### src/rtl/core/rs_gf256_systematic_encoder_assert.svh
// ---------------------------------------------------------------------------
// Assertion macros for the Reed-Solomon encoder
// Concurrent assertion forms used by the encoder back end.
// ---------------------------------------------------------------------------
`ifndef RS_GF256_SYSTEMATIC_ENCODER_ASSERT_SVH
`define RS_GF256_SYSTEMATIC_ENCODER_ASSERT_SVH

// The consequent holds in the same cycle as the antecedent.
`define RSENC_ASSERT_SAME(label, clk, rst_n, ante, cons) \
	label: assert property (@(posedge clk) disable iff (!(rst_n)) (ante) |-> (cons)) \
		else $error("encoder assertion failed");

// The consequent holds in the cycle after the antecedent.
`define RSENC_ASSERT_NEXT(label, clk, rst_n, ante, cons) \
	label: assert property (@(posedge clk) disable iff (!(rst_n)) (ante) |=> (cons)) \
		else $error("encoder assertion failed");

`endif

### src/rtl/core/rsenc_pkg.sv
// ---------------------------------------------------------------------------
// Reed-Solomon encoder package
// Constants, queue entry and control types, and GF(256) arithmetic.
// ---------------------------------------------------------------------------
package rsenc_pkg;

	localparam int MAX_PARITY_DEF = 32;
	localparam int CNT_W = 6;
	localparam int RESET_PARITY = 16;
	localparam int QUEUE_DEPTH = 2;
	localparam logic [8:0] FIELD_POLY = 9'h11D;
	localparam logic [7:0] SYM_MASK = 8'hFF;
	localparam logic [7:0] ALPHA = 8'h02;

	typedef logic [7:0] sym_t;

	typedef struct packed {
		sym_t sym;
		logic end_now;
		logic parity_after;
	} entry_t;

	typedef struct packed {
		logic [CNT_W-1:0] count;
		logic clear;
	} gen_ctrl_t;

	function automatic sym_t gf_xtime(sym_t a);
		logic [8:0] x;
		x = {a, 1'b0};
		if (x[8]) begin
			x = x ^ FIELD_POLY;
		end
		return x[7:0] & SYM_MASK;
	endfunction

	function automatic sym_t gf_mul(sym_t a, sym_t b);
		sym_t x;
		sym_t acc;
		acc = '0;
		x = a;
		for (int k = 0; k < 8; k++) begin
			if (b[k]) begin
				acc = acc ^ x;
			end
			x = gf_xtime(x);
		end
		return acc;
	endfunction

endpackage

### src/rtl/core/rsenc_if.sv
// ---------------------------------------------------------------------------
// Encoder stream interfaces
// Message word channel and codeword word channel with valid/ready.
// ---------------------------------------------------------------------------
interface rsenc_msg_if;
	logic valid;
	logic ready;
	logic [7:0] message_byte;
	logic message_end;

	modport source (output valid, output message_byte, output message_end, input ready);
	modport sink (input valid, input message_byte, input message_end, output ready);
endinterface


### src/rtl/core/rsenc_front.sv
// ---------------------------------------------------------------------------
// Encoder front end
// Holds the parity count, rebuilds the generator one root per cycle,
// and accepts and classifies message words into the queue.
// ---------------------------------------------------------------------------
module rsenc_front #(
	parameter int MAX_PARITY = rsenc_pkg::MAX_PARITY_DEF
) (
	input logic clk,
	input logic arst_n,
	input logic cfg_we,
	input logic [rsenc_pkg::CNT_W-1:0] cfg_wdata,
	rsenc_msg_if.sink msg,
	output rsenc_pkg::entry_t push_data,
	output logic push_valid,
	input logic push_ready,
	output rsenc_pkg::gen_ctrl_t gen_ctrl,
	output rsenc_pkg::sym_t gen_coeffs [MAX_PARITY+1]
);

	localparam int CW = rsenc_pkg::CNT_W;
	localparam int RESET_COUNT = (rsenc_pkg::RESET_PARITY > MAX_PARITY) ?
		MAX_PARITY : rsenc_pkg::RESET_PARITY;

	logic [CW-1:0] count_q;
	logic [CW-1:0] step_q;
	logic [CW-1:0] sat_count;
	logic busy_q;
	rsenc_pkg::sym_t root_q;
	rsenc_pkg::sym_t gen_q [MAX_PARITY+1];
	rsenc_pkg::sym_t gen_nxt [MAX_PARITY+1];
	logic open;

	always_comb begin
		if ({1'b0, cfg_wdata} > (CW + 1)'(MAX_PARITY)) begin
			sat_count = CW'(MAX_PARITY);
		end else begin
			sat_count = cfg_wdata;
		end
	end

	always_comb begin
		gen_nxt[0] = gen_q[0];
		for (int j = 1; j <= MAX_PARITY; j++) begin
			gen_nxt[j] = gen_q[j] ^ rsenc_pkg::gf_mul(gen_q[j-1], root_q);
		end
	end

	always_ff @(posedge clk or negedge arst_n) begin
		if (!arst_n) begin
			count_q <= CW'(RESET_COUNT);
			step_q <= '0;
			busy_q <= 1'b1;
			root_q <= rsenc_pkg::ALPHA;
			gen_q[0] <= 8'h01;
			for (int j = 1; j <= MAX_PARITY; j++) begin
				gen_q[j] <= '0;
			end
		end else if (cfg_we) begin
			count_q <= sat_count;
			step_q <= '0;
			busy_q <= (sat_count != '0);
			root_q <= rsenc_pkg::ALPHA;
			gen_q[0] <= 8'h01;
			for (int j = 1; j <= MAX_PARITY; j++) begin
				gen_q[j] <= '0;
			end
		end else if (busy_q) begin
			gen_q <= gen_nxt;
			root_q <= rsenc_pkg::gf_xtime(root_q);
			step_q <= step_q + 1'b1;
			if (step_q == count_q - 1'b1) begin
				busy_q <= 1'b0;
			end
		end
	end

	assign gen_coeffs = gen_q;
	assign gen_ctrl.count = count_q;
	assign gen_ctrl.clear = cfg_we;

	assign open = !busy_q && !cfg_we;
	assign push_valid = msg.valid && open;
	assign msg.ready = push_ready && open;

	assign push_data.sym = msg.message_byte;
	assign push_data.end_now = msg.message_end && (count_q == '0);
	assign push_data.parity_after = msg.message_end && (count_q != '0);

endmodule

### src/flat_wrapper.sv
// flat-port wrapper written by rule: the top's interface ports become plain ports
module rsenc_front_flat 
#(
	parameter int MAX_PARITY = rsenc_pkg::MAX_PARITY_DEF
)
  (clk, arst_n, cfg_we, cfg_wdata, push_data, push_valid, push_ready, gen_ctrl, gen_coeffs, msg_valid, msg_message_byte, msg_message_end, msg_ready);
  rsenc_msg_if msg_i ();
  input logic clk;
  input logic arst_n;
  input logic cfg_we;
  input logic [rsenc_pkg::CNT_W-1:0] cfg_wdata;
  output rsenc_pkg::entry_t push_data;
  output logic push_valid;
  input logic push_ready;
  output rsenc_pkg::gen_ctrl_t gen_ctrl;
  output rsenc_pkg::sym_t gen_coeffs[MAX_PARITY+1];
  input wire logic [$bits(msg_i.valid)-1:0] msg_valid;
  input wire logic [$bits(msg_i.message_byte)-1:0] msg_message_byte;
  input wire logic [$bits(msg_i.message_end)-1:0] msg_message_end;
  output wire logic [$bits(msg_i.ready)-1:0] msg_ready;
  assign msg_i.valid = msg_valid;
  assign msg_i.message_byte = msg_message_byte;
  assign msg_i.message_end = msg_message_end;
  assign msg_ready = msg_i.ready;
  rsenc_front #(.MAX_PARITY(MAX_PARITY)) u_core (.clk(clk), .arst_n(arst_n), .cfg_we(cfg_we), .cfg_wdata(cfg_wdata), .msg(msg_i), .push_data(push_data), .push_valid(push_valid), .push_ready(push_ready), .gen_ctrl(gen_ctrl), .gen_coeffs(gen_coeffs));
endmodule
### config.mk
export PLATFORM = sky130hd
export DESIGN_NAME = rsenc_front_flat
export DESIGN_NICKNAME = d
export VERILOG_FILES = /design/src/rtl/core/rs_gf256_systematic_encoder_assert.svh /design/src/rtl/core/rsenc_pkg.sv /design/src/rtl/core/rsenc_if.sv /design/src/rtl/core/rsenc_front.sv /design/src/flat_wrapper.sv
export SDC_FILE = /design/constraint.sdc
export NUM_CORES = 2
export LEC_CHECK = 0
export BUFFER_PORTS_ARGS = -buffer_cell sky130_fd_sc_hd__clkbuf_2
export CAP_MARGIN = 20
export CORE_ASPECT_RATIO = 1.2
export CORE_MARGIN = 1
export CORE_UTILIZATION = 25
export CTS_BUF_LIST = sky130_fd_sc_hd__clkbuf_4 sky130_fd_sc_hd__clkbuf_8
export DETAILED_ROUTE_END_ITERATION = 7
export PLACE_DENSITY = 0.39
export SETUP_SLACK_MARGIN = 0.15
export SYNTH_ARGS = -nofsm -noshare
export SYNTH_HDL_FRONTEND = slang
export SYNTH_SLANG_ARGS = --single-unit
### constraint.sdc
create_clock -name clk -period 3.18 [get_ports clk]
set_input_delay 0 -clock clk [delete_from_list [all_inputs] [get_ports clk]]
set_output_delay 0 -clock clk [all_outputs]
set_load 0.05 [all_outputs]
==> summary.md <==
| Metric | Value |
|---|---|
| Status | `complete, no violations` |
| Post-DP HPWL | `126000 um` |
| Simple-Gate Fraction of Synth Area | `approximately a fifth` |
| Syn. warnings | `0` |
| WP data required | `3830 ps` |
| Crit. End Element | `flip-flop` |
| Main combinational cell family by area after synthesis | `XOR/XNOR gates` |
| Die Y | `roughly 490 um` |
| TritonCTS clock tree | `built` |
| Sequential area share after synthesis | `14.1%` |
| Worst path max stage delay | `790 ps` |
| Util after Layout | `28.8%` |
| Measured slew at the worst slew-check pin | `994 ps` |
| Worst-Skew Late Latency | `830 ps` |
| Reg2Reg Setup Slack | `410 ps` |
| Total Nets Final | `6543` |
| Post-Synth XOR/XNOR Area | `between 50 and 60%` |
| Number of global-route vias before repair | `42000` |
| Total wire length | `189000 um` |
| Cell mode on critical path | `xnor2_1` |
| FF+latch count, synth | `278` |
| Max-slew violations | `0` |
| Power Density | `982 nW/um^2` |
| Num rows | `178` |
| # setup viols final | `0` |
| Reg2reg end | `u_core.gen_coeffs[180]` |
| FFs w/ async S/R, synth | `100%` |
| Clk root buf | `clkbuf_8` |
| Clk pin slew, worst setup/hold paths | `50 ps` |
| Crit start category | `flip-flop` |
| Layout Skew | `roughly 73 ps` |
| CTS sink count | `around 280` |
| Top cells by area, synth | `xnor2_1 (25%), xor2_1 (14%), dfrtp_1 (14%), nand2_1 (13%), xnor3_1 (9.7%)` |
| Drt wl/cell | `20.6 um` |
| Antenna-violating nets left | `0` |
| Reg2Reg Launch Point | `u_core.root_q[1]` |
| Die Wd | `408 um` |
| Port bufs | `279` |
| Layout cell share with drive strength beyond 1 | `13.2%` |
| Tcrit/Tclk final | `87.0%` |
| CTS Buf Count | `74` |
| Area Growth Syn to Fin | `14.4%` |
| Yosys top cell area share | `25.3%` |
| Hold WS | `0.0193 ps` |
| Drt pass-1 iters | `7` |
| Setup crit end | `u_core.gen_coeffs[180]` |
| Max Cap Viol | `0` |
| Grt ovf | `0` |
| Gr usage total | `18.6%` |
| Vias post-DR | `41600` |
| Syn Std Cell Area | `49500 um^2` |
| Pin count of the biggest net entering global routing | `99` |
| Post-synthesis adder-cell area fraction | `less than 1%` |
| Core ar. | `196000 um^2` |
| CP Cell Sequence | `buf_4 -> buf_4 -> nand2_1 -> xnor2_1 -> xnor3_1 -> xnor2_1 -> xnor2_1 -> a21oi_1 -> a31o_1` |
| VDD IR max | `0.000525 V` |
| RSZ-0062 raised after global routing | `false` |
| Crit path DAT | `3410 ps` |
| Total stage count of the critical path | `9` |
| Max Root-Sink Buffers | `3` |
| Buf+Inv Stages, Crit Path | `2` |
| Distinct cells, synth | `64` |
| R2r worst-path depth | `9` |
| Initial antenna violation count | `3` |
| Number of synthesized flops with an enable pin | `0` |
| Ports | `303` |
| Main flop type after synthesis | `dfrtp_1` |
| Final Instance Count excl. Fillers | `just over 9000` |
| CP max FO | `14` |
| Max Fclk | `around 0.36 GHz` |
| Die area | `200000 um^2` |
| Hold/Removal Path Class | `in -> out` |
| WS Path Type | `reg -> reg` |
| Post-synthesis average cell area | `7.74 um^2` |
| Global-route wire length before repair | `284000 um` |
| DRC errors left | `0` |
| Initial DRC Count | `2291` |
| Mapped Cells | `6401` |
| Drt via density | `4.53` |
| Crit path max-delay family | `XOR/XNOR gates` |
| CP max stage cell | `dfstp_4` |
| Leakage | `23.2 nW` |
| Routability Congestion | `0.798` |
| Placed insts | `around 9000` |
| Cell accounting for the most synthesized area | `xnor2_1` |
| Initial Util | `25.2%` |
| Post-synthesis mux area share | `2.86%` |
| Synth Area in Compound Gates | `5.71%` |
| CTS HTree Levels | `3` |
| Post-CTS sizing | `0` |
| CP startpoint | `u_core.root_q[1]` |
| Setup TNS | `0 ps` |
| Slew Limit Headroom | `33.7%` |
| Period minus WS final | `2770 ps` |
| Hold Violations, Final | `0` |
[sequential cells by signal, summed over array words and instances, names as in the netlist]
signal,flops
u_core.busy_q,1
u_core.step_q,6
u_core.root_q,8
u_core.count_q,6
u_core.gen_coeffs,257
[cell families after synthesis]
family                     Yosys count
buffers and inverters              650
and+or+nand+nor                   2384
adders and majority gates            2
other                                1
muxes                              137
DFF                                278
AOI/OAI and AO/OA                  440
xor gates and xnor gates          2509
[placed cells by master, fill, tap and decap left out, types with 10 or more instances in the layout]
| cell | n |
|---|---|
| xnor2_2 | 11 |
| xnor3_1 | 213 |
| nand3b_1 | 10 |
| a31o_1 | 33 |
| a22oi_1 | 117 |
| o21ai_0 | 83 |
| clkbuf_2 | 277 |
| mux2i_1 | 100 |
| a222oi_1 | 11 |
| dlygate4sd3_1 | 27 |
| xor3_1 | 47 |
| dfrtp_1 | 267 |
| nand2b_1 | 124 |
| buf_4 | 311 |
| buf_12 | 49 |
| nand2_1 | 1758 |
| clkinv_2 | 15 |
| xor2_2 | 14 |
| clkbuf_4 | 19 |
| inv_1 | 16 |
| mux2_2 | 34 |
| o21ai_1 | 10 |
| xnor2_1 | 1428 |
| clkbuf_8 | 94 |
| nand3_1 | 11 |
| nor2_1 | 384 |
| a21oi_1 | 133 |
| nor2b_1 | 20 |
| and3_1 | 10 |
| xor2_1 | 796 |
| a211oi_1 | 14 |
[worst min path at each step]
stage / from / endpoint / slack, ps / depth (start not counted)
2_1_floorplan: arst_n / u_core.count_q[0] / -300 / 0
3_3_place_gp: msg_message_byte[1] / push_data[3] / 0.6 / 0
3_5_place_dp: msg_message_byte[1] / push_data[3] / 0.6 / 0
4_1_cts: msg_message_byte[1] / push_data[3] / 0.6 / 0
5_1_grt: msg_message_byte[6] / push_data[8] / 0.08 / 0
6_report: msg_message_byte[2] / push_data[4] / 0.02 / 0
[cell usage after synthesis, types with 4 or more instances]
cell / number
xnor2_1: 1428
nor2_1: 390
a22oi_1: 117
a222oi_1: 11
nand3_1: 11
a2bb2oi_1: 8
a221oi_1: 4
nor3_1: 9
buf_2: 297
o21ai_1: 10
mux2_2: 34
or3b_2: 9
or3_1: 9
and2_1: 5
nand2_1: 1758
dfrtp_1: 274
a31o_1: 33
nor3b_1: 9
and3_1: 10
inv_1: 19
clkbuf_1: 218
nand3b_1: 10
xnor3_1: 213
nor4_1: 4
xor3_1: 47
buf_4: 27
nand2b_1: 125
a211oi_1: 14
mux2i_1: 100
o21ai_0: 83
a21oi_1: 133
xor2_1: 796
or2_2: 4
o22ai_1: 6
buf_1: 86
nor2b_1: 22
o211ai_1: 4
xor2_2: 14
xnor2_2: 11
dfstp_2: 4
[power by group]
part	switching, mW	internal (mW)
Clock	2.40	2.95
Combinational	23.5	19.0
Sequential	3.13	4.63
Total	29.1	26.6
[cell type report]
class / instances / area (um^2)
fill: 21300 / 140000
multi-input combinational: 5479 / 39700
sequential: 278 / 7000
timing repair buffer: 667 / 5030
tap: 2610 / 3270
clock buffer: 113 / 1440
clock inverter: 19 / 138
inverter: 21 / 85.1
antenna: 2 / 5.00
[worst reg2reg max path: stages, from the launching register on]
cell	delay [ps]
dfstp_4	790
buf_4	300
buf_4	230
nand2_1	80
xnor2_1	210
xnor3_1	360
xnor2_1	140
xnor2_1	200
a21oi_1	90
a31o_1	210
[through the flow]
| stage | worst slack [ps] | area (um^2) | total power [mW] |
|---|---|---|---|
| 2_1_floorplan | 463 | 49600 | 40.4 |
| 3_3_place_gp | 362 | 54800 | 50.6 |
| 3_5_place_dp | 419 | 54800 | 50.5 |
| 4_1_cts | 401 | 56700 | 56.4 |
| 5_1_grt | 223 | 56700 | 60.0 |
| 6_report | 414 | 56700 | 55.7 |
[timing repair]
action | CTS | global route
hold buffers | 28 | 0
endpoints found under the hold margin | 499 | 0
setup buffers | 0 | 0
setup endpoints to repair | 0 | 0
[layer usage]
| metal | track usage (%) | wire length (um) | vias to the layer above |
|---|---|---|---|
| met2 | 31.3 | 89400 | 748 |
| met3 | 2.79 | 8280 | 157 |
| met5 | 0 | 0 | - |
| met4 | 4.01 | 2940 | 0 |
| li1 | - | - | 20100 |
| met1 | 24.9 | 88400 | 20600 |
Power figures use the tool's default switching activity.
