===== config.mk =====
export PLATFORM = sky130hd
export DESIGN_NAME = rsenc_queue
export DESIGN_NICKNAME = d
export VERILOG_FILES = /design/src/rtl/core/rs_gf256_systematic_encoder_assert.svh /design/src/rtl/core/rsenc_pkg.sv /design/src/rtl/core/rsenc_queue.sv
export SDC_FILE = /design/constraint.sdc
export NUM_CORES = 1
export LEC_CHECK = 0
export BUFFER_PORTS_ARGS = -buffer_cell sky130_fd_sc_hd__buf_2
export CAP_MARGIN = 15
export CORE_MARGIN = 2
export CORE_UTILIZATION = 40
export CTS_CLUSTER_DIAMETER = 50
export DETAILED_ROUTE_END_ITERATION = 8
export GPL_TIMING_DRIVEN = 0
export PLACE_DENSITY = 0.75
export SLEW_MARGIN = 20
export SYNTH_ARGS = -nofsm -noshare
export SYNTH_HDL_FRONTEND = slang
export SYNTH_SLANG_ARGS = --single-unit

===== constraint.sdc =====
create_clock -name clk -period 1.34 [get_ports clk]
set_input_delay 0.067 -clock clk [delete_from_list [all_inputs] [get_ports clk]]
set_output_delay 0.067 -clock clk [all_outputs]
set_load 0.05 [all_outputs]

===== src/rtl/core/rs_gf256_systematic_encoder_assert.svh =====
// ---------------------------------------------------------------------------
// Assertion macros for the Reed-Solomon encoder
// Concurrent assertion forms used by the encoder back end.
// ---------------------------------------------------------------------------
`ifndef RS_GF256_SYSTEMATIC_ENCODER_ASSERT_SVH
`define RS_GF256_SYSTEMATIC_ENCODER_ASSERT_SVH

// The consequent holds in the same cycle as the antecedent.
`define RSENC_ASSERT_SAME(label, clk, rst_n, ante, cons) \
	label: assert property (@(posedge clk) disable iff (!(rst_n)) (ante) |-> (cons)) \
		else $error("encoder assertion failed");

// The consequent holds in the cycle after the antecedent.
`define RSENC_ASSERT_NEXT(label, clk, rst_n, ante, cons) \
	label: assert property (@(posedge clk) disable iff (!(rst_n)) (ante) |=> (cons)) \
		else $error("encoder assertion failed");

`endif


===== src/rtl/core/rsenc_pkg.sv =====
// ---------------------------------------------------------------------------
// Reed-Solomon encoder package
// Constants, queue entry and control types, and GF(256) arithmetic.
// ---------------------------------------------------------------------------
package rsenc_pkg;

	localparam int MAX_PARITY_DEF = 32;
	localparam int CNT_W = 6;
	localparam int RESET_PARITY = 16;
	localparam int QUEUE_DEPTH = 2;
	localparam logic [8:0] FIELD_POLY = 9'h11D;
	localparam logic [7:0] SYM_MASK = 8'hFF;
	localparam logic [7:0] ALPHA = 8'h02;

	typedef logic [7:0] sym_t;

	typedef struct packed {
		sym_t sym;
		logic end_now;
		logic parity_after;
	} entry_t;

	typedef struct packed {
		logic [CNT_W-1:0] count;
		logic clear;
	} gen_ctrl_t;

	function automatic sym_t gf_xtime(sym_t a);
		logic [8:0] x;
		x = {a, 1'b0};
		if (x[8]) begin
			x = x ^ FIELD_POLY;
		end
		return x[7:0] & SYM_MASK;
	endfunction

	function automatic sym_t gf_mul(sym_t a, sym_t b);
		sym_t x;
		sym_t acc;
		acc = '0;
		x = a;
		for (int k = 0; k < 8; k++) begin
			if (b[k]) begin
				acc = acc ^ x;
			end
			x = gf_xtime(x);
		end
		return acc;
	endfunction

endpackage


===== src/rtl/core/rsenc_queue.sv =====
// ---------------------------------------------------------------------------
// Encoder word queue
// Short FIFO between the front and the back of the encoder.
// ---------------------------------------------------------------------------
module rsenc_queue (
	input logic clk,
	input logic arst_n,
	input rsenc_pkg::entry_t push_data,
	input logic push_valid,
	output logic push_ready,
	output rsenc_pkg::entry_t pop_data,
	output logic pop_valid,
	input logic pop_ready
);

	localparam int DEPTH = rsenc_pkg::QUEUE_DEPTH;
	localparam int PTR_W = (DEPTH > 1) ? $clog2(DEPTH) : 1;
	localparam int CNT_W = $clog2(DEPTH + 1);

	rsenc_pkg::entry_t mem_q [DEPTH];
	logic [PTR_W-1:0] wr_ptr_q;
	logic [PTR_W-1:0] rd_ptr_q;
	logic [CNT_W-1:0] fill_q;
	logic do_push;
	logic do_pop;

	assign push_ready = (fill_q != CNT_W'(DEPTH));
	assign pop_valid = (fill_q != '0);
	assign pop_data = mem_q[rd_ptr_q];
	assign do_push = push_valid && push_ready;
	assign do_pop = pop_valid && pop_ready;

	always_ff @(posedge clk or negedge arst_n) begin
		if (!arst_n) begin
			wr_ptr_q <= '0;
			rd_ptr_q <= '0;
			fill_q <= '0;
		end else begin
			if (do_push) begin
				wr_ptr_q <= (wr_ptr_q == PTR_W'(DEPTH - 1)) ? '0 : wr_ptr_q + 1'b1;
			end
			if (do_pop) begin
				rd_ptr_q <= (rd_ptr_q == PTR_W'(DEPTH - 1)) ? '0 : rd_ptr_q + 1'b1;
			end
			if (do_push && !do_pop) begin
				fill_q <= fill_q + 1'b1;
			end else if (do_pop && !do_push) begin
				fill_q <= fill_q - 1'b1;
			end
		end
	end

	always_ff @(posedge clk) begin
		if (do_push) begin
			mem_q[wr_ptr_q] <= push_data;
		end
	end

endmodule


==> results of run 1 <==
-- cell usage in the layout (no fill, tap or decap), types with 2 or more instances in the layout --
cell           synthesis  routed
xnor2_1                3       3
mux2_4                 0       9
dfrtp_1                4       4
buf_4                  1       8
clkbuf_4               0       3
buf_6                  0       3
xor2_1                 2       2
dlygate4sd3_1          0      11
edfxtp_1              20      20
buf_2                  0      15
buf_8                  0       9
nand2_4                1       2
-- metal layers --
metal,track usage (%),vias to the layer above
met5,0,-
met4,6.41,0
met3,3.14,0
met2,23.0,20
met1,14.3,278
li1,-,277
-- final cells by class --
| class | count | area share [%] |
|---|---|---|
| sequential | 24 | 47.9 |
| timing repair buffer | 45 | 27.5 |
| multi-input combinational | 23 | 19.3 |
| tap | 28 | 2.40 |
| clock buffer | 3 | 1.54 |
| buffer | 1 | 0.770 |
| clock inverter | 1 | 0.257 |
| inverter | 1 | 0.257 |
-- sequential cells by signal, summed over array words and instances (netlist names) --
signal and flops:
fill_q 2, mem_q 20, wr_ptr_q 1, rd_ptr_q 1
-- what timing repair did --
item,in CTS,in global routing
setup endpoints to repair,10,11
gates resized for setup,35,6
pin swaps,2,0
cloned,1,0
hold buffers,11,0
endpoints found under the hold margin,24,0
setup buffers,6,2
-- kinds of logic (layout without fill, tap and decap cells) --
| family | count (synthesis) | in the layout | share of synthesized area (%) |
|---|---|---|---|
| flops | 24 | 24 | 75.2 |
| mux | 10 | 10 | 12.1 |
| simple gates | 7 | 7 | 5.50 |
| xor+xnor | 5 | 5 | 4.70 |
| buf+inv | 2 | 51 | 1.21 |
| fa+ha+maj | 1 | 1 | 1.34 |
-- final timing paths --
check | depth (start not counted) | slack (ns) | end | from
min reg2reg | 1 | 0.55 | wr_ptr_q | wr_ptr_q
max | 3 | -0.08 | pop_data[3] | rd_ptr_q
max reg2reg | 6 | 0.01 | fill_q[1] | fill_q[1]
min | 3 | 0.03 | rd_ptr_q | pop_ready
max in group asynchronous | 2 | 1.14 | fill_q[1] | arst_n
min in group asynchronous | 2 | 0.08 | wr_ptr_q | arst_n
-- per-stage QoR --
step	hold WS, ns	setup slack (ns)
2_1_floorplan	-0.229	-0.0658
6_report	0.0296	-0.0804
3_3_place_gp	-0.122	-0.00623
5_1_grt	0.0288	-0.149
4_1_cts	0.0255	-0.0972
3_5_place_dp	-0.119	-0.0344
-- power groups by stage --
| stage | combinational [mW] | clock, mW | sequential, mW |
|---|---|---|---|
| floorplan | 1.18 | 0 | 1.13 |
| global placement | 1.41 | 0 | 1.14 |
| detailed placement | 1.42 | 0 | 1.16 |
| CTS | 1.96 | 0.317 | 1.14 |
| global route | 2.19 | 0.348 | 1.16 |
| finish | 2.08 | 0.310 | 1.14 |
-- critical path, cell delays in order, from the launching register on --
cell	delay [ns]
dfrtp_1	0.44
buf_6	0.16
mux2_4	0.31
buf_8	0.15
==> flow_summary.json, run 1 <==
{
  "fin_skew_ns": 0.00217,
  "synthesis.area_sq_um": 932,
  "wl_met3_um": 83,
  "wl_met1_um": 651,
  "grt_pass1_vias": 556,
  "switchingPower_mw": 1.39,
  "synthToLayoutAreaGrowth_pct": 56.9,
  "wl_met2_um": 939,
  "dpl_cell_area_sq_mm": 0.00112,
  "antennaDiodeCount": 0,
  "yosysWarnings": 0,
  "io_pins": 26,
  "row_count": 17,
  "die_w_um": 52.3,
  "synth.distinct_cells": 14,
  "cts_sinks": 24,
  "critPathKind": "flip-flop to output port",
  "yosys-top-cells-count": "edfxtp_1 (20), mux2_2 (10), dfrtp_1 (4)",
  "cts-root-buf": "clkbuf_4",
  "final_max_slew_viol_count": 0,
  "yosysMostFrequentCell": "edfxtp_1",
  "combinationalPowerShare_pct": 58.9,
  "finish.utilization_pct": 66.1,
  "total_power_mw": 3.53,
  "drtIter0Drc": 9,
  "p_int_mw": 2.14,
  "fin_setup_tns_ns": -0.726,
  "violations": "negative setup slack",
  "firstDrtPassIters": 6,
  "cts_tree": "built",
  "antenna_found_initial": 0,
  "min_period_ns": 1.42,
  "yosys-top-cells-area": "edfxtp_1 (64%), mux2_2 (12%), dfrtp_1 (11%)",
  "drc": 0,
  "port_buffers": 25,
  "dieArea_sq_mm": 0.00273,
  "overflow": 0,
  "multiInputGateArea_sq_um": 283,
  "worstSkewPairLatency_ns": 0.30,
  "rsz0062_at_grt": "yes",
  "yosys.area.top_type": "edfxtp_1",
  "ant_nets": 0,
  "register_area_sq_um": 701,
  "top_layer": "met3",
  "routed_via_density": 4.56,
  "die_h_um": 52.3,
  "power_density_mw_per_mm2": 2420,
  "fmax_mhz": 704,
  "netlist_instances": 49,
  "vias": 575,
  "synth_edf_count": 20,
  "endpoint_kind": "output port",
  "startpoint_type": "flip-flop",
  "final_layout_size_suffix_gt1_share_pct": 57.1,
  "crit_arrival_ns": 1.35,
  "coreArea_sq_mm": 0.00221,
  "gp_congestion": 0.656,
  "async_flop_share_pct": 16.7,
  "htree_levels": 1,
  "nets": 114,
  "fin_ws_ns": -0.0804,
  "grt_pass1_wl_um": 2400,
  "initial_utilization_pct": 42.1,
  "ir_drop_v": 0.00139,
  "cts.path.max_buffers": 2,
  "fin_area_sq_mm": 0.00146,
  "ys_ff_latch": 24,
  "finalCritPeriodShare_pct": 106,
  "swShare_pct": 39.4,
  "synth_top_area_share_pct": 64.4,
  "synth_seq_area_share_pct": 75.2,
  "dp_cells": 102,
  "setup_violations": 10,
  "grt_usage_pct": 12.9,
  "hold_class": "primary input to flip-flop",
  "cp.required_ns": 1.27,
  "dp_hpwl_um": 956,
  "wl_per_cell_um": 13.3,
  "cts_made_buffers": 3,
  "slew_headroom_pct": 79.9,
  "pwr-share-seq_pct": 32.3,
  "wirelength_um": 1670,
  "fin_cells": 126,
  "syn-mean-instance-area_sq_um": 19.0,
  "clk_pin_slew_ns": 0.12,
  "p_leak_nw": 0.615,
  "cp_max_fo": 5,
  "clockPowerShare_pct": 8.8,
  "synth_top_flop_cell": "edfxtp_1",
  "status": "finished, violations left",
  "hold_violations": 0,
  "synthesis.nets": 64,
  "nFillCells": 170,
  "cap_violations": 0,
  "tightest_slew_ns": 0.300,
  "grt_max_degree": 14
}
No activity file was read; power rests on OpenSTA's default activity.
==> inputs of run 2 (changes only) <==
--- a/config.mk
+++ b/config.mk
@@ -5,14 +5,14 @@
 export SDC_FILE = /design/constraint.sdc
 export NUM_CORES = 1
 export LEC_CHECK = 0
-export BUFFER_PORTS_ARGS = -buffer_cell sky130_fd_sc_hd__buf_2
 export CAP_MARGIN = 15
 export CORE_MARGIN = 2
 export CORE_UTILIZATION = 40
 export CTS_CLUSTER_DIAMETER = 50
 export DETAILED_ROUTE_END_ITERATION = 8
+export DONT_BUFFER_PORTS = 1
 export GPL_TIMING_DRIVEN = 0
-export PLACE_DENSITY = 0.75
+export PLACE_DENSITY = 0.65
 export SLEW_MARGIN = 20
 export SYNTH_ARGS = -nofsm -noshare
 export SYNTH_HDL_FRONTEND = slang
==> run 2 against run 1 <==
Effect of this change: the flow still finishes with violations (negative setup slack); clock power barely moved; setup slack got worse by 0.071 ns; sequential cell count unchanged; die area stayed put.
==> flow_summary.json, run 2 (synthesis results as in run 1) <==
{
  "status": "finished, violations left",
  "violations": "negative setup slack",
  "p_int_mw": 1.87,
  "finish.utilization_pct": 58.8,
  "drc": 0,
  "min_period_ns": 1.49,
  "rr_worst_depth": 5,
  "top_regs": "mem_q (20), fill_q (2)",
  "largest_register": "mem_q",
  "initial_utilization_pct": 42.1,
  "cts_made_buffers": 3,
  "fin_skew_ns": 0.00711,
  "slowest_delay_ns": 0.45,
  "combinationalPowerShare_pct": 53.8,
  "reg2reg_slack_ns": -0.15,
  "cp.required_ns": 1.56,
  "port_buffers": 0,
  "clk_pin_slew_ns": 0.11,
  "slowest_stage": "dfrtp_1",
  "ir_drop_v": 0.00109,
  "tightest_slew_ns": 0.280,
  "r2r_start": "fill_q[1]",
  "overflow": 0,
  "die_h_um": 52.3,
  "pwr-share-seq_pct": 36.4,
  "startpoint_type": "flip-flop",
  "layout_common_cells": "edfxtp_1 (20), dlygate4sd3_1 (13), mux2_4 (10)",
  "cp_cell_sequence": "or2_4 -> nand2_4 -> ha_4 -> nor2_1 -> xor2_1",
  "nets": 91,
  "crit_arrival_ns": 1.71,
  "wirelength_um": 1680,
  "antenna_found_initial": 0,
  "cp_max_fo": 3,
  "reg2reg_to": "fill_q[1]",
  "final_layout_size_suffix_gt1_share_pct": 42.7,
  "largest_reg_flops": 20,
  "routed_via_density": 4.93,
  "io_pins": 26,
  "hold_violations": 0,
  "firstDrtPassIters": 2,
  "dpl_cell_area_sq_um": 996,
  "grt_usage_pct": 13.4,
  "cap_violations": 0,
  "cts.path.max_buffers": 2,
  "critPathKind": "flip-flop to flip-flop",
  "die_w_um": 52.3,
  "fin_area_sq_mm": 0.00130,
  "switchingPower_mw": 1.34,
  "p_leak_nw": 0.508,
  "antennaDiodeCount": 0,
  "htree_levels": 1,
  "setup_violations": 31,
  "drtIter0Drc": 7,
  "dieArea_sq_mm": 0.00273,
  "slew_headroom_pct": 81.3,
  "rsz0062_at_grt": "yes",
  "grt_pass1_vias": 506,
  "synthToLayoutAreaGrowth_pct": 39.5,
  "final_common_cell": "edfxtp_1",
  "grt_pass1_wl_um": 2450,
  "cts_sinks": 24,
  "grt_max_degree": 14,
  "fmax_mhz": 671,
  "ant_nets": 0,
  "hold_class": "primary input to async pin",
  "coreArea_sq_mm": 0.00221,
  "wl_per_cell_um": 16.3,
  "swShare_pct": 41.7,
  "endpoint_kind": "flip-flop",
  "gp_congestion": 0.714,
  "cts-root-buf": "clkbuf_4",
  "power_density_mw_per_mm2": 2470,
  "final_max_slew_viol_count": 0,
  "vias": 508,
  "worstSkewPairLatency_ns": 0.31,
  "clockPowerShare_pct": 9.7,
  "finalCritPeriodShare_pct": 111,
  "row_count": 17,
  "fin_ws_ns": -0.151,
  "cts_tree": "built"
}
-- run 2: power by group through the flow --
stage | Sequential (mW) | Clock, mW | Combinational [mW]
detailed placement | 1.16 | 0 | 1.27
global placement | 1.15 | 0 | 1.27
finish | 1.17 | 0.313 | 1.73
global route | 1.19 | 0.364 | 1.81
floorplan | 1.13 | 0 | 1.18
CTS | 1.14 | 0.334 | 1.59
-- run 2: layout make-up --
class                   instances  area [sq um]
fillers                       186           912
flip-flops and latches         24           702
multi-input cells              23           287
repair buffers                 22           231
well taps                      28          35.0
clock buffers                   4          26.3
plain buffers                   1          15.0
inverters                       1          3.75
-- run 2: how the worst max path moves through the flow --
stage	startpoint	endpoint	slack, ns	cells after the start
after floorplan	fill_q[1]	fill_q[1]	-0.07	6
after global placement	fill_q[0]	fill_q[1]	-0.11	7
after detailed placement	fill_q[0]	fill_q[1]	-0.13	7
after CTS	fill_q[0]	fill_q[1]	-0.12	7
after global routing	fill_q[0]	fill_q[1]	-0.24	7
final	fill_q[1]	fill_q[1]	-0.15	5
-- run 2: what timing repair did --
| item | CTS | global route |
|---|---|---|
| buffers inserted | 6 | 2 |
| pin swaps | 5 | 1 |
| gates cloned | 0 | 1 |
| endpoints found under the setup margin | 30 | 32 |
| hold buffers | 13 | 0 |
| hold endpoints to repair | 26 | 0 |
| resized for setup | 10 | 4 |
-- run 2: critical path: cells and delay by family (launching register included) --
| kind | cells | cell delay [ns] |
|---|---|---|
| AND/OR/NAND/NOR | 3 | 0.56 |
| flip-flops | 1 | 0.45 |
| adder cells (fa/ha/maj) | 1 | 0.20 |
| XOR/XNOR | 1 | 0.19 |
-- run 2: routing by layer --
metal	share of wire, %	global-route usage [%]
met1	38	15.6
met2	57	22.2
met3	2.4	3.43
met4	2.4	7.69
met5	0	0
-- run 2: metrics by stage --
stage                     power [mW]  instances  TNS, ns  hold slack (ns)  setup WS (ns)
after detailed placement        2.43         77    -1.20           -0.229         -0.126
after global placement          2.42         77    -1.06           -0.229         -0.114
after floorplan                 2.31         49  -0.0658           -0.229        -0.0658
after CTS                       3.06        100   -0.563           0.0178         -0.120
after global routing            3.37        103    -3.09           0.0126         -0.237
final                           3.22        103    -1.68           0.0373         -0.151
==> inputs of run 3 (changes only) <==
--- a/config.mk
+++ b/config.mk
@@ -5,6 +5,7 @@
 export SDC_FILE = /design/constraint.sdc
 export NUM_CORES = 1
 export LEC_CHECK = 0
+export ABC_AREA = 1
 export CAP_MARGIN = 15
 export CORE_MARGIN = 2
 export CORE_UTILIZATION = 40
@@ -12,7 +13,7 @@
 export DETAILED_ROUTE_END_ITERATION = 8
 export DONT_BUFFER_PORTS = 1
 export GPL_TIMING_DRIVEN = 0
-export PLACE_DENSITY = 0.65
+export PLACE_DENSITY = 0.6
 export SLEW_MARGIN = 20
 export SYNTH_ARGS = -nofsm -noshare
 export SYNTH_HDL_FRONTEND = slang
==> run 3 against run 2 <==
Effect of this change: first-iteration DRC count fell by 43%; critical path type unchanged; design area rose by 8.7%; the run still ends with negative setup slack left; via count rose by 22%; sequential share of layout area fell by 4.3 points; clock-buffer cell count fell by 1.
==> flow_summary.json, run 3 <==
{
  "status": "finished, violations left",
  "violations": "negative setup slack",
  "die_w_um": 53.4,
  "finalCritPeriodShare_pct": 103,
  "crit_arrival_ns": 1.60,
  "ant_nets": 0,
  "min_period_ns": 1.39,
  "endpoint_kind": "flip-flop",
  "worstSkewPairLatency_ns": 0.30,
  "nets": 117,
  "setup_violations": 1,
  "cp_cell_sequence": "inv_4 -> nand2_8 -> nand2_8 -> inv_4 -> ha_4 -> inv_4 -> nand3_2 -> nand2_1 -> nand2_1",
  "synthToLayoutAreaGrowth_pct": 44.9,
  "dp_cells": 109,
  "synthesis.area_sq_um": 975,
  "synth_top_flop_cell": "edfxtp_1",
  "firstDrtPassIters": 3,
  "path_common_cell": "inv_4",
  "grt_usage_pct": 13.0,
  "hold_class": "primary input to flip-flop",
  "gp_congestion": 0.644,
  "port_buffers": 0,
  "fmax_mhz": 721,
  "final_common_cell": "edfxtp_1",
  "antennaDiodeCount": 0,
  "yosys.area.top_type": "edfxtp_1",
  "slowest_delay_ns": 0.43,
  "rsz0062_at_grt": "yes",
  "top_layer": "met4",
  "wl_met1_um": 679,
  "startpoint_type": "flip-flop",
  "grt_max_degree": 15,
  "wl_per_cell_um": 13.4,
  "synthesis.nets": 96,
  "coreArea_sq_mm": 0.00225,
  "overflow": 0,
  "io_pins": 26,
  "wl_met3_um": 63,
  "tightest_slew_ns": 0.306,
  "fin_ws_ns": -0.0465,
  "grt_pass1_vias": 572,
  "fin_cells": 129,
  "cts-root-buf": "clkbuf_4",
  "slew_headroom_pct": 79.6,
  "htree_levels": 1,
  "slowest_stage": "dfrtp_1",
  "largest_reg_flops": 20,
  "top_regs": "mem_q (20), fill_q (2)",
  "final_layout_size_suffix_gt1_share_pct": 45.5,
  "wl_met2_um": 965,
  "wirelength_um": 1730,
  "cts.path.max_buffers": 2,
  "initial_utilization_pct": 43.2,
  "synth_edf_count": 20,
  "syn-mean-instance-area_sq_um": 12.0,
  "yosysMostFrequentCell": "nand2_1",
  "cts_tree": "built",
  "drtIter0Drc": 4,
  "layout_common_cells": "edfxtp_1 (20), nand2_1 (15), nand2_2 (12), dlygate4sd3_1 (12), nand2_4 (10)",
  "cts_made_buffers": 3,
  "whs_ns": 0.0126,
  "pre_cts_ws_ns": -0.188,
  "nFillCells": 189,
  "synth_seq_area_share_pct": 71.9,
  "ys_ff_latch": 24,
  "hold_violations": 0,
  "async_flop_share_pct": 16.7,
  "row_count": 17,
  "cp.required_ns": 1.55,
  "fin_skew_ns": 0.00170,
  "grt_pass1_wl_um": 2530,
  "routed_via_density": 4.81,
  "antenna_found_initial": 0,
  "cts_sinks": 24,
  "cp_max_fo": 4,
  "vias": 621,
  "yosys-top-cells-count": "nand2_1 (36), edfxtp_1 (20), inv_1 (5)",
  "dieArea_sq_mm": 0.00285,
  "yosys-top-cells-area": "edfxtp_1 (62%), nand2_1 (14%), dfrtp_1 (10%)",
  "synth.distinct_cells": 15,
  "cap_violations": 0,
  "clk_pin_slew_ns": 0.13,
  "dp_hpwl_um": 1080,
  "drc": 0,
  "synth_top_area_share_pct": 61.6,
  "die_h_um": 53.4,
  "yosysWarnings": 0,
  "largest_register": "mem_q",
  "critPathKind": "flip-flop to flip-flop",
  "final_max_slew_viol_count": 0,
  "netlist_instances": 81
}
run 3: cells by family after synthesis:
logic type / count (synthesis) / share of synthesized area [%]
flops: 24 / 71.9
xor+xnor: 2 / 2.57
buf+inv: 9 / 4.36
fa+ha+maj: 1 / 1.28
simple gates: 45 / 19.9
run 3: layer usage:
layer | vias up | track usage (%)
met5 | - | 0
met4 | 0 | 6.84
met3 | 2 | 2.82
met2 | 13 | 21.8
met1 | 302 | 15.3
li1 | 304 | -
run 3: area by class of cell:
class	count	area [sq um]	share of cell area (%)
flip-flops and latches	24	702	49.7
clock inverters	1	30.0	2.13
well taps	28	35.0	2.48
plain buffers	1	11.3	0.797
inverters	7	36.3	2.57
clock buffers	3	22.5	1.59
multi-input cells	48	398	28.2
repair buffers	17	178	12.6
run 3: timing repair:
action / 4_1_cts / 5_1_grt
gates cloned: 0 / 1
setup endpoints to repair: 31 / 24
hold endpoints to repair: 25 / 0
setup buffers: 2 / 2
hold buffers: 12 / 0
pin swaps: 2 / 9
gates resized for setup: 29 / 18
run 3: worst paths after layout:
check	startpoint	slack, ns	cells after the start	end
worst max-delay path	fill_q[0]	-0.05	9	fill_q[1]
worst min-delay path	push_valid	0.01	3	wr_ptr_q
worst max register to register	fill_q[0]	-0.05	9	fill_q[1]
worst min register to register	fill_q[0]	0.63	2	fill_q[0]
max in group asynchronous	arst_n	1.12	1	fill_q[1]
min in group asynchronous	arst_n	0.02	1	rd_ptr_q
run 3: worst max-delay path, delay by kind of cell, from the launching register on:
kind	cells	cell delay [ns]
adder cells (fa/ha/maj)	1	0.22
buffers and inverters	3	0.22
flip-flops	1	0.43
AND/OR/NAND/NOR	5	0.43
run 3: per-stage QoR:
step | TNS (ns) | instance area (sq um) | utilization, %
after global routing | -0.157 | 1410 | 62.7
after CTS | -0.00586 | 1340 | 59.5
after detailed placement | -3.60 | 1040 | 46.2
after global placement | -3.47 | 1040 | 46.2
final | -0.0465 | 1410 | 62.7
after floorplan | 0 | 1010 | -
Power of run 3 is left out: the tool's default activity adds up to more than one toggle a clock period on the data nets, which glitch-free logic cannot reach.
